File: config.mk
export PLATFORM = sky130hd
export DESIGN_NAME = lgs_ctrl
export DESIGN_NICKNAME = d
export VERILOG_FILES = /design/src/sv/lgs_pkg.sv /design/src/sv/lgs_ctrl.sv
export SDC_FILE = /design/constraint.sdc
export NUM_CORES = 1
export LEC_CHECK = 0
export BUFFER_PORTS_ARGS = -buffer_cell sky130_fd_sc_hd__buf_2
export CORE_MARGIN = 10
export CORE_UTILIZATION = 50
export CTS_CLUSTER_DIAMETER = 150
export DETAILED_ROUTE_END_ITERATION = 10
export PLACE_DENSITY_LB_ADDON = 0.1
export SLEW_MARGIN = 40
export SYNTH_ARGS = -nofsm -noshare
export SYNTH_HDL_FRONTEND = slang
export SYNTH_SLANG_ARGS = --single-unit
File: constraint.sdc
create_clock -name clk -period 4.5 [get_ports clk]
set_input_delay 0.45 -clock clk [delete_from_list [all_inputs] [get_ports clk]]
set_output_delay 0.45 -clock clk [all_outputs]
set_load 0.03 [all_outputs]
File: src/sv/lgs_pkg.sv
// ----------------------------------------------------------------------------
// LDA Gibbs sampler package
// Shared constants, default parameter values, and the command and status
// types that pass between the sampler controller and its datapath.
// ----------------------------------------------------------------------------
package lgs_pkg;

  localparam int DEF_NUM_TOPICS  = 16;
  localparam int DEF_MAX_VOCAB   = 4096;
  localparam int DEF_MAX_DOCS    = 1024;
  localparam int DEF_MAX_TOKENS  = 65536;
  localparam int DEF_COUNT_WIDTH = 20;

  localparam int TOK_W   = 16;
  localparam int WORD_W  = 12;
  localparam int DOC_W   = 10;
  localparam int ITOP_W  = 4;
  localparam int UNI_W   = 32;
  localparam int TOPIC_W = 4;
  localparam int PRIOR_W = 24;
  localparam int VOCAB_W = 13;
  localparam int CFG_IDX_W = 2;
  localparam int WEIGHT_W  = 64;
  localparam int FRAC_W    = 16;

  localparam int STEP_W    = 6;
  localparam int RED_STEPS = 16;
  localparam int MUL_STEPS = 4;
  localparam int DIV_STEPS = 64;

  typedef enum logic [CFG_IDX_W-1:0] {
    CFG_ALPHA = 2'd0,
    CFG_BETA  = 2'd1,
    CFG_VOCAB = 2'd2
  } lgs_cfg_t;

  typedef enum logic [4:0] {
    OP_NONE,
    OP_CLEAR,
    OP_REDUCE,
    OP_TOK_RD,
    OP_OLD_RD,
    OP_DEC,
    OP_W_RD,
    OP_OPND,
    OP_MUL,
    OP_DIV_INIT,
    OP_DIV,
    OP_ACC,
    OP_THR_HI,
    OP_THR_LO,
    OP_THR_SUM,
    OP_CW_RD,
    OP_CMP,
    OP_ADD_RD,
    OP_INC
  } lgs_op_t;

  typedef struct packed {
    lgs_op_t           op;
    logic [STEP_W-1:0] step;
  } lgs_cmd_t;

  typedef struct packed {
    logic kind;
    logic hit;
    logic clr_last;
  } lgs_stat_t;

endpackage

File: src/sv/lgs_ctrl.sv
// ----------------------------------------------------------------------------
// LDA Gibbs sampler controller
// Sequences the clearing pass, count updates, the per-topic weight loop,
// the threshold and the topic search, and issues one command per cycle.
// ----------------------------------------------------------------------------
module lgs_ctrl #(
  parameter int NUM_TOPICS = lgs_pkg::DEF_NUM_TOPICS
) (
  input  logic                          clk,
  input  logic                          rst,
  input  logic                          accept,
  input  lgs_pkg::lgs_stat_t            st,
  output lgs_pkg::lgs_cmd_t             cmd,
  output logic [$clog2(NUM_TOPICS)-1:0] k,
  output logic                          busy
);
  import lgs_pkg::*;

  localparam int TW = $clog2(NUM_TOPICS);
  localparam logic [TW-1:0] K_LAST = TW'(NUM_TOPICS - 1);

  typedef enum logic [4:0] {
    S_CLEAR, S_IDLE, S_REDUCE, S_TOK_RD, S_OLD_RD, S_DEC, S_W_RD, S_OPND,
    S_MUL, S_DIV_INIT, S_DIV, S_ACC, S_THR_HI, S_THR_LO, S_THR_SUM,
    S_CW_RD, S_CMP, S_ADD_RD, S_INC
  } state_t;

  state_t            state, state_next;
  logic [TW-1:0]     k_next;
  logic [STEP_W-1:0] step_next;
  lgs_op_t           op_next;

  always_comb begin
    state_next = state;
    k_next     = k;
    step_next  = cmd.step;
    unique case (state)
      S_CLEAR: begin
        if (st.clr_last) state_next = S_IDLE;
      end
      S_IDLE: begin
        if (accept) begin
          state_next = S_REDUCE;
          step_next  = STEP_W'(RED_STEPS - 1);
        end
      end
      S_REDUCE: begin
        if (cmd.step == '0) begin
          state_next = st.kind ? S_TOK_RD : S_ADD_RD;
        end else begin
          step_next = cmd.step - 1'b1;
        end
      end
      S_TOK_RD: state_next = S_OLD_RD;
      S_OLD_RD: state_next = S_DEC;
      S_DEC: begin
        state_next = S_W_RD;
        k_next     = '0;
      end
      S_W_RD: state_next = S_OPND;
      S_OPND: begin
        state_next = S_MUL;
        step_next  = '0;
      end
      S_MUL: begin
        if (cmd.step == STEP_W'(MUL_STEPS - 1)) begin
          state_next = S_DIV_INIT;
        end else begin
          step_next = cmd.step + 1'b1;
        end
      end
      S_DIV_INIT: begin
        state_next = S_DIV;
        step_next  = STEP_W'(DIV_STEPS - 1);
      end
      S_DIV: begin
        if (cmd.step == '0) begin
          state_next = S_ACC;
        end else begin
          step_next = cmd.step - 1'b1;
        end
      end
      S_ACC: begin
        if (k == K_LAST) begin
          state_next = S_THR_HI;
        end else begin
          state_next = S_W_RD;
          k_next     = k + 1'b1;
        end
      end
      S_THR_HI: state_next = S_THR_LO;
      S_THR_LO: state_next = S_THR_SUM;
      S_THR_SUM: begin
        state_next = S_CW_RD;
        k_next     = '0;
      end
      S_CW_RD: state_next = S_CMP;
      S_CMP: begin
        if (st.hit || k == K_LAST) begin
          state_next = S_ADD_RD;
        end else begin
          state_next = S_CW_RD;
          k_next     = k + 1'b1;
        end
      end
      S_ADD_RD: state_next = S_INC;
      S_INC:    state_next = S_IDLE;
      default:  state_next = S_IDLE;
    endcase

    unique case (state_next)
      S_CLEAR:    op_next = OP_CLEAR;
      S_IDLE:     op_next = OP_NONE;
      S_REDUCE:   op_next = OP_REDUCE;
      S_TOK_RD:   op_next = OP_TOK_RD;
      S_OLD_RD:   op_next = OP_OLD_RD;
      S_DEC:      op_next = OP_DEC;
      S_W_RD:     op_next = OP_W_RD;
      S_OPND:     op_next = OP_OPND;
      S_MUL:      op_next = OP_MUL;
      S_DIV_INIT: op_next = OP_DIV_INIT;
      S_DIV:      op_next = OP_DIV;
      S_ACC:      op_next = OP_ACC;
      S_THR_HI:   op_next = OP_THR_HI;
      S_THR_LO:   op_next = OP_THR_LO;
      S_THR_SUM:  op_next = OP_THR_SUM;
      S_CW_RD:    op_next = OP_CW_RD;
      S_CMP:      op_next = OP_CMP;
      S_ADD_RD:   op_next = OP_ADD_RD;
      S_INC:      op_next = OP_INC;
      default:    op_next = OP_NONE;
    endcase
  end

  always_ff @(posedge clk) begin
    if (rst) begin
      state    <= S_CLEAR;
      cmd.op   <= OP_CLEAR;
      cmd.step <= '0;
      k        <= '0;
      busy     <= 1'b1;
    end else begin
      state    <= state_next;
      cmd.op   <= op_next;
      cmd.step <= step_next;
      k        <= k_next;
      busy     <= (state_next != S_IDLE);
    end
  end

endmodule

==> results of run 1 <==
-- state kept, by name, indices dropped and copies added, names as in the netlist --
register	count
busy	1
state	5
k	4
cmd	11
-- through the flow --
| step | total power [mW] | instances |
|---|---|---|
| after detailed placement | 0.922 | 244 |
| after floorplan | 0.821 | 191 |
| after global placement | 0.902 | 244 |
| after CTS | 1.02 | 248 |
| final | 1.01 | 248 |
| after global routing | 1.11 | 248 |
-- path summary, 6_finish.rpt --
| kind | from | end | slack [ps] | depth (start not counted) |
|---|---|---|---|---|
| max | state[1] | cmd[5] | 1800 | 7 |
| min | rst | state[4] | 510 | 2 |
| max reg2reg | state[1] | cmd[5] | 1800 | 7 |
| min reg2reg | k[1] | k[1] | 510 | 2 |
-- area by class of cell --
| cell class | count | area [sq um] |
|---|---|---|
| Tap cell | 44 | 55.1 |
| Sequential cell | 21 | 422 |
| Inverter | 12 | 45.0 |
| Timing Repair Buffer | 21 | 105 |
| Multi-Input combinational cell | 146 | 1080 |
| Clock inverter | 1 | 5.00 |
| Clock buffer | 3 | 22.5 |
| Fill cell | 307 | 1340 |
-- cell families (layout without fill, tap and decap cells) --
| group | count (synthesis) | after routing |
|---|---|---|
| AOI/OAI and AO/OA | 57 | 57 |
| xor gates and xnor gates | 2 | 2 |
| adders and majority gates | 9 | 9 |
| buffers and inverters | 24 | 37 |
| DFF | 21 | 21 |
| muxes | 5 | 5 |
| and+or+nand+nor | 73 | 73 |
-- report_power, final --
part           internal [mW]  switching [mW]
Clock                 0.0334          0.0652
Sequential             0.235           0.104
Combinational          0.241           0.337
-- cells in the mapped netlist (all sizes together), types with 4 or more instances --
cell / instances
nor2: 7
mux2i: 5
nand2: 13
nor4: 4
nor3: 11
inv: 12
nor2b: 7
a221oi: 4
buf: 9
a21oi: 13
dfxtp: 21
ha: 8
nand3: 6
a211oi: 4
o21ai: 10
nand2b: 6
-- worst max-delay path, delay by kind of cell, from the launching register on --
family / cells / cell delay [ps]
simple gates: 4 / 1270
compound gates: 1 / 270
flops: 1 / 740
fa+ha+maj: 1 / 250
mux: 1 / 80
-- routing by layer --
metal	GRT usage	wire length, um	vias up	part of all wire
li1	-	-	732	-
met1	0.136	1640	689	0.44
met2	0.224	1850	25	0.49
met3	0.0373	200	7	0.053
met4	0.0383	57	0	0.015
met5	0	0	-	0
==> metrics.txt, run 1 <==
first-pass GRT wire length 6290 um; CP startpoint kind register; Setup WS post-layout 1800 ps; simple-gate share of the synthesized area 0.290; CTS clk-pin slew, worst paths 130 ps; Synth Register Bits 21; Post-Place Cell Area 0.00171 sq mm; vias in the first global route 1,359; commonest non-fill, non-tap cell in the layout buf_2; setup repair after global routing missed its margin no; Max-cap violations 0; DRC viols 0; Area Growth Syn to Fin 6.45%; tightest hold margin 506 ps; final hold viol count 0; Max Fclk 0.370 GHz; initial antenna violation count 0; Synth Cell Area 0.00163 sq mm; vias per inst 5.86; critical-path cell list nor4b_4 -> ha_1 -> nor2b_1 -> or3b_2 -> nand3_1 -> mux2i_1 -> a221oi_1; share of layout cells above drive strength 1 0.221; routed vias 1,453; setup TNS 0 ps; skew final 1.53 ps; global route total overflow 0; Worst EP required 4740 ps; HPWL Detailed 2900 um; worst rel slew slack 0.525; final net count 220; number of diodes 0; max incr delay on CP 740 ps; main combinational cell family by area after synthesis simple AND/OR/NAND/NOR gates; die width 77.1 um; synthesized netlist cell count 191; H-tree Lvls 1; CTS hold repair buffers 0; Tmin final 2700 ps; Initial DRC Count 101; Starting Density 0.530; pin count of the biggest net entering global routing 27; post-synth top area cell dfxtp_1; final setup violating endpoints 0; pwr dens 585 mW/mm^2; multiplexer share of the synthesized area 0.0307; Synth Area per Inst 8.54 sq um; clk root buf clkbuf_4; most frequent cells in the layout 21 x buf_2, 20 x dfxtp_1, 13 x a21oi_1, 11 x inv_1, 11 x nand2_1; most common flop cell mapped by yosys dfxtp_1; pre-CTS setup slack 1790 ps; Slew Limit Fails 0; Die ar. 0.00594 sq mm; CTS tree done; drt pass-1 iters 4; number of flops mapped to enable cells by yosys 0; outcome finished clean; DRT Wirelength 3750 um; CTS Buf Count 3; Tcrit/Tclk final 0.601; clk sink count 21; crit end category register; Crit Path Class register to register; # port buffers 21; adder-cell area share of the yosys netlist 0.0737; crit-path max FO 18; worst min path class primary input to register; Core ar. 0.00308 sq mm; Die H 77.1 um; Compound-Gate Fraction of Synth Area 0.258; Crit-path slowest cell dfxtp_1; clock latency on the worst-skew pair 320 ps; top post-synthesis cells by area dfxtp_1 26%, ha_1 6.1%, a21oi_1 4.0%, mux2i_1 3.1%, nor3_1 3.1%; IO Count 22; register area share after synthesis 0.258; syn nets 206; Max Root-Sink Buffers 2; row cnt 20; Least-Margin Pin Slew 711 ps; Synth top area share 0.258; GRT Overall Usage 0.125; average wire per standard cell 15.1 um; Final Cell Area 0.00174 sq mm; Ys Warns 0; Async S/R FF share, synth 0; Synth Area in XOR/XNOR 0.0107; Pleak 0.732 nW; GPL Wtd Cong 0.884; WP data arrival 2940 ps; DRT antenna net count 0; post-layout util 0.564; synth unique cells 63; worst ir drop on vdd 0.000289 V; post-CTS sizing 0; Setup Buffers After CTS 0
No activity file was read; power rests on OpenSTA's default activity.
==> run 2, diff against run 1 <==
- clock period: 4.5 -> 2.21 ns (I/O delays scaled with it)
==> metrics.txt, run 2 (same netlist as run 1, synthesis figures left out) <==
Area Growth Syn to Fin 21.6%; routed vias 1,520 (+4.6%); WP data arrival 2310 ps (-630 ps); global route total overflow 0 (unchanged); pre-CTS setup slack 29.9 ps (-1770 ps); worst rel slew slack 0.622 (+0.0969); CTS tree done; Initial DRC Count 72 (-29%); outcome finished clean; CP startpoint kind register; number of diodes 0 (unchanged); Slew Limit Fails 0 (unchanged); Post-Place Cell Area 0.00182 sq mm (+6.7%); Tmin final 2080 ps (-630 ps); M3 GR Usage 0.0326 (-0.00466); crit end category register; critical-path cell list nor4b_4 -> buf_6 -> ha_4 -> a211oi_2 -> or3b_4 -> nand3_2 -> mux2i_1 -> a221oi_1; GPL Wtd Cong 0.852 (-3.7%); Max-cap violations 0 (unchanged); worst min path class primary input to register; Starting Density 0.530 (unchanged); most frequent cells in the layout 21 x buf_2, 16 x dfxtp_1, 14 x buf_4, 12 x a21oi_1; # port buffers 21 (unchanged); max incr delay on CP 360 ps (-380 ps); Least-Margin Pin Slew 567 ps (-144 ps); GRT Overall Usage 0.138 (+0.0138); largest registers cmd (11), state (5), k (4); average wire per standard cell 15.8 um (+4.4%); first-pass GRT wire length 7130 um (+13%); clk sink count 21 (unchanged); DRC viols 0 (unchanged); Final Cell Area 0.00198 sq mm (+14%); CTS Buf Count 3 (unchanged); commonest non-fill, non-tap cell in the layout buf_2; Pleak 0.812 nW (+11%); CTS hold repair buffers 0 (unchanged); drt pass-1 iters 4 (unchanged); Tcrit/Tclk final 0.939 (+0.338); final setup violating endpoints 0 (unchanged); Max Fclk 0.482 GHz (+30%); vias in the first global route 1,502 (+11%); tightest hold margin 275 ps (-230 ps); pin count of the biggest net entering global routing 26 (-3.7%); final hold viol count 0 (unchanged); initial antenna violation count 0 (unchanged); Worst EP required 2450 ps (-2290 ps); CTS clk-pin slew, worst paths 130 ps (about the same); clk root buf clkbuf_4; Die ar. 0.00594 sq mm (unchanged); max reg flops 11 (unchanged); vias per inst 5.76 (-1.7%); share of layout cells above drive strength 1 0.364 (+0.143); IO Count 22 (unchanged); pwr dens 1210 mW/mm^2 (+110%); GR Util met2 0.231 (+0.00675); clock latency on the worst-skew pair 320 ps (about the same); worst ir drop on vdd 0.000520 V (+80%); crit-path max FO 5 (-13); H-tree Lvls 1 (unchanged); Core ar. 0.00308 sq mm (unchanged); met1 Use GR 0.165 (+0.0286); most flop-heavy register cmd; Max Root-Sink Buffers 2 (unchanged); Crit-path slowest cell dfxtp_2; busiest grt layer met2; row cnt 20 (unchanged); DRT Wirelength 4170 um (+11%); HPWL Detailed 3110 um (+7.2%); DRT antenna net count 0 (unchanged); Setup WS post-layout 135 ps (-1660 ps); skew final 3.83 ps (+2.30 ps); final net count 236 (+7.3%); Die H 77.1 um (unchanged); Crit Path Class register to register; die width 77.1 um (unchanged)
==> run 2: final timing paths <==
check,from,endpoint,slack (ps),depth (start not counted)
hold reg to reg,k[1],k[1],500,2
hold / removal,rst,state[1],280,2
setup reg to reg,state[2],cmd[5],130,8
setup / recovery,state[2],cmd[5],130,8
==> run 2: layout make-up <==
class	count	area, sq um
inverters	12	45.0
flip-flops and latches	21	427
fillers	286	1100
clock inverters	1	5.00
multi-input cells	146	1190
clock buffers	3	22.5
repair buffers	37	233
well taps	44	55.1
==> run 2: metal layers <==
metal | up-vias | wire length (um) | share of wire
li1 | 769 | - | -
met1 | 699 | 1860 | 0.45
met2 | 43 | 1990 | 0.48
met3 | 9 | 204 | 0.049
met4 | 0 | 105 | 0.025
met5 | - | 0 | 0
==> run 2: worst max-delay path, delay by kind of cell, from the launching register on <==
family	cells	cell delay, ps
AOI/OAI and AO/OA	2	510
adders and majority gates	1	210
buffers and inverters	1	200
DFF	1	360
muxes	1	130
and+or+nand+nor	3	610
==> run 2: where the power goes <==
| part | leakage (nW) | total (mW) | switching, mW | internal, mW |
|---|---|---|---|---|
| registers | 0.174 | 0.580 | 0.100 | 0.480 |
| clock network | 0.0177 | 0.202 | 0.134 | 0.0680 |
| logic | 0.621 | 1.62 | 0.921 | 0.703 |
==> run 2: stage by stage <==
step,total power [mW],utilization,instances,setup TNS [ps]
floorplan,1.67,-,191,0
global placement,1.99,0.592,259,0
detailed placement,2.02,0.592,259,0
CTS,2.23,0.601,263,0
global route,2.59,0.644,264,-40.2
finish,2.41,0.644,264,0
==> run 2: repair_timing <==
item	4_1_cts	5_1_grt
resized for setup	0	26
buffers inserted	0	1
setup endpoints to repair	0	3
==> run 3, diff against run 2 <==
- CORE_UTILIZATION: 50 -> 52
- SKIP_CTS_REPAIR_TIMING: unset -> 1
==> metrics.txt, run 3 (same netlist as run 1, synthesis figures left out) <==
outcome finished clean; Crit-path slowest cell or3b_2; Tmin final 2100 ps (+29.4 ps); crit end category register; clock latency on the worst-skew pair 320 ps (about the same); GRT Overall Usage 0.139 (+0.000725); largest registers cmd (11), state (5), k (4); setup TNS 0 ps (unchanged); most flop-heavy register cmd; number of diodes 0 (unchanged); HPWL Detailed 3120 um (+0.19%); IO Count 22 (unchanged); initial antenna violation count 0 (unchanged); most frequent cells in the layout 21 x buf_2, 17 x dfxtp_1, 17 x buf_4, 13 x a21oi_1; Crit Path Class register to register; worst rel slew slack 0.638 (+0.0160); critical-path cell list nor4b_4 -> buf_6 -> ha_1 -> nor2b_1 -> or3b_2 -> nand3_1 -> mux2i_1 -> a221oi_2; worst min path class primary input to register; Die ar. 0.00578 sq mm (-2.8%); Pleak 0.830 nW (+2.1%); die width 76.0 um (-1.4%); commonest non-fill, non-tap cell in the layout buf_2; Power, Total 2.30 mW (-4.3%); DRT antenna net count 0 (unchanged); WP data arrival 2310 ps (about the same); Core ar. 0.00303 sq mm (-1.6%); GPL Wtd Cong 0.884 (+3.8%); Crit path max-delay family simple AND/OR/NAND/NOR gates; CP startpoint kind register; Max Fclk 0.475 GHz (-1.4%); share of layout cells above drive strength 1 0.315 (-0.0483); max incr delay on CP 450 ps (+90 ps); DRT Wirelength 4120 um (-1.1%); Multi-input gate area 0.00112 sq mm (-6.6%); final net count 238 (+0.85%); Reg area 425 sq um (-0.29%); routed vias 1,543 (+1.5%); drt pass-1 iters 4 (unchanged); clk sink count 21 (unchanged); Die H 76.0 um (-1.4%); Setup WS post-layout 105 ps (-29.4 ps); clk root buf clkbuf_4; fill count 286 (unchanged); skew final 4.83 ps (+1.01 ps); vias in the first global route 1,457 (-3.0%); crit-path max FO 7 (+2); average wire per standard cell 15.5 um (-1.8%); pwr dens 1200 mW/mm^2 (-0.86%); row cnt 20 (unchanged); global route total overflow 0 (unchanged); setup repair after global routing missed its margin no; max reg flops 11 (unchanged); # port buffers 21 (unchanged); final hold viol count 0 (unchanged); Starting Density 0.538 (+0.00875); Slew Limit Fails 0 (unchanged); Max Root-Sink Buffers 2 (unchanged); DRC viols 0 (unchanged); CTS Buf Count 3 (unchanged); pre-CTS setup slack 26.3 ps (-3.63 ps); pin count of the biggest net entering global routing 26 (unchanged); Initial DRC Count 92 (+28%); H-tree Lvls 1 (unchanged); Tcrit/Tclk final 0.952 (+0.0133); CTS clk-pin slew, worst paths 130 ps (about the same); Worst EP required 2410 ps (-40 ps); CTS tree done; Area Growth Syn to Fin 17.3%; Max-cap violations 0 (unchanged); worst ir drop on vdd 0.000428 V (-18%); first-pass GRT wire length 6840 um (-4.1%); Worst Path Buf+Inv 1 (unchanged); Least-Margin Pin Slew 543 ps (-24.1 ps); final setup violating endpoints 0 (unchanged); vias per inst 5.80 (+0.75%); post-layout util 0.632 (-0.0121)
-- run 3: metal layers --
layer	GRT usage	wire length, um	up-vias
met1	0.171	1900	736
met5	0	0	-
met3	0.0389	179	4
met4	0.0492	42	0
met2	0.225	2000	30
li1	-	-	773
-- run 3: where the power goes --
part	internal (mW)	leakage (nW)	switching (mW)	total (mW)
Combinational	0.638	0.639	0.893	1.53
Clock	0.0678	0.0177	0.133	0.201
Sequential	0.478	0.173	0.0930	0.571
Total	1.18	0.830	1.12	2.30
-- run 3: layout make-up --
| class | count | share of cell area |
|---|---|---|
| clock buffer | 3 | 0.0118 |
| timing repair buffer | 39 | 0.128 |
| sequential | 21 | 0.222 |
| tap | 44 | 0.0288 |
| multi-input combinational | 146 | 0.583 |
| inverter | 12 | 0.0235 |
| clock inverter | 1 | 0.00262 |
-- run 3: worst paths after layout --
kind | depth (start not counted) | slack, ps | from | end
max | 8 | 110 | state[2] | cmd[5]
min | 2 | 300 | rst | state[0]
max reg2reg | 8 | 110 | state[2] | cmd[5]
min reg2reg | 2 | 490 | k[1] | k[1]
-- run 3: per-stage QoR --
stage,cell area [sq um],cells,hold slack [ps]
final,1910,266,298
after global routing,1910,266,315
after CTS,1870,266,289
after detailed placement,1840,262,472
after global placement,1840,262,464
after floorplan,1630,191,529
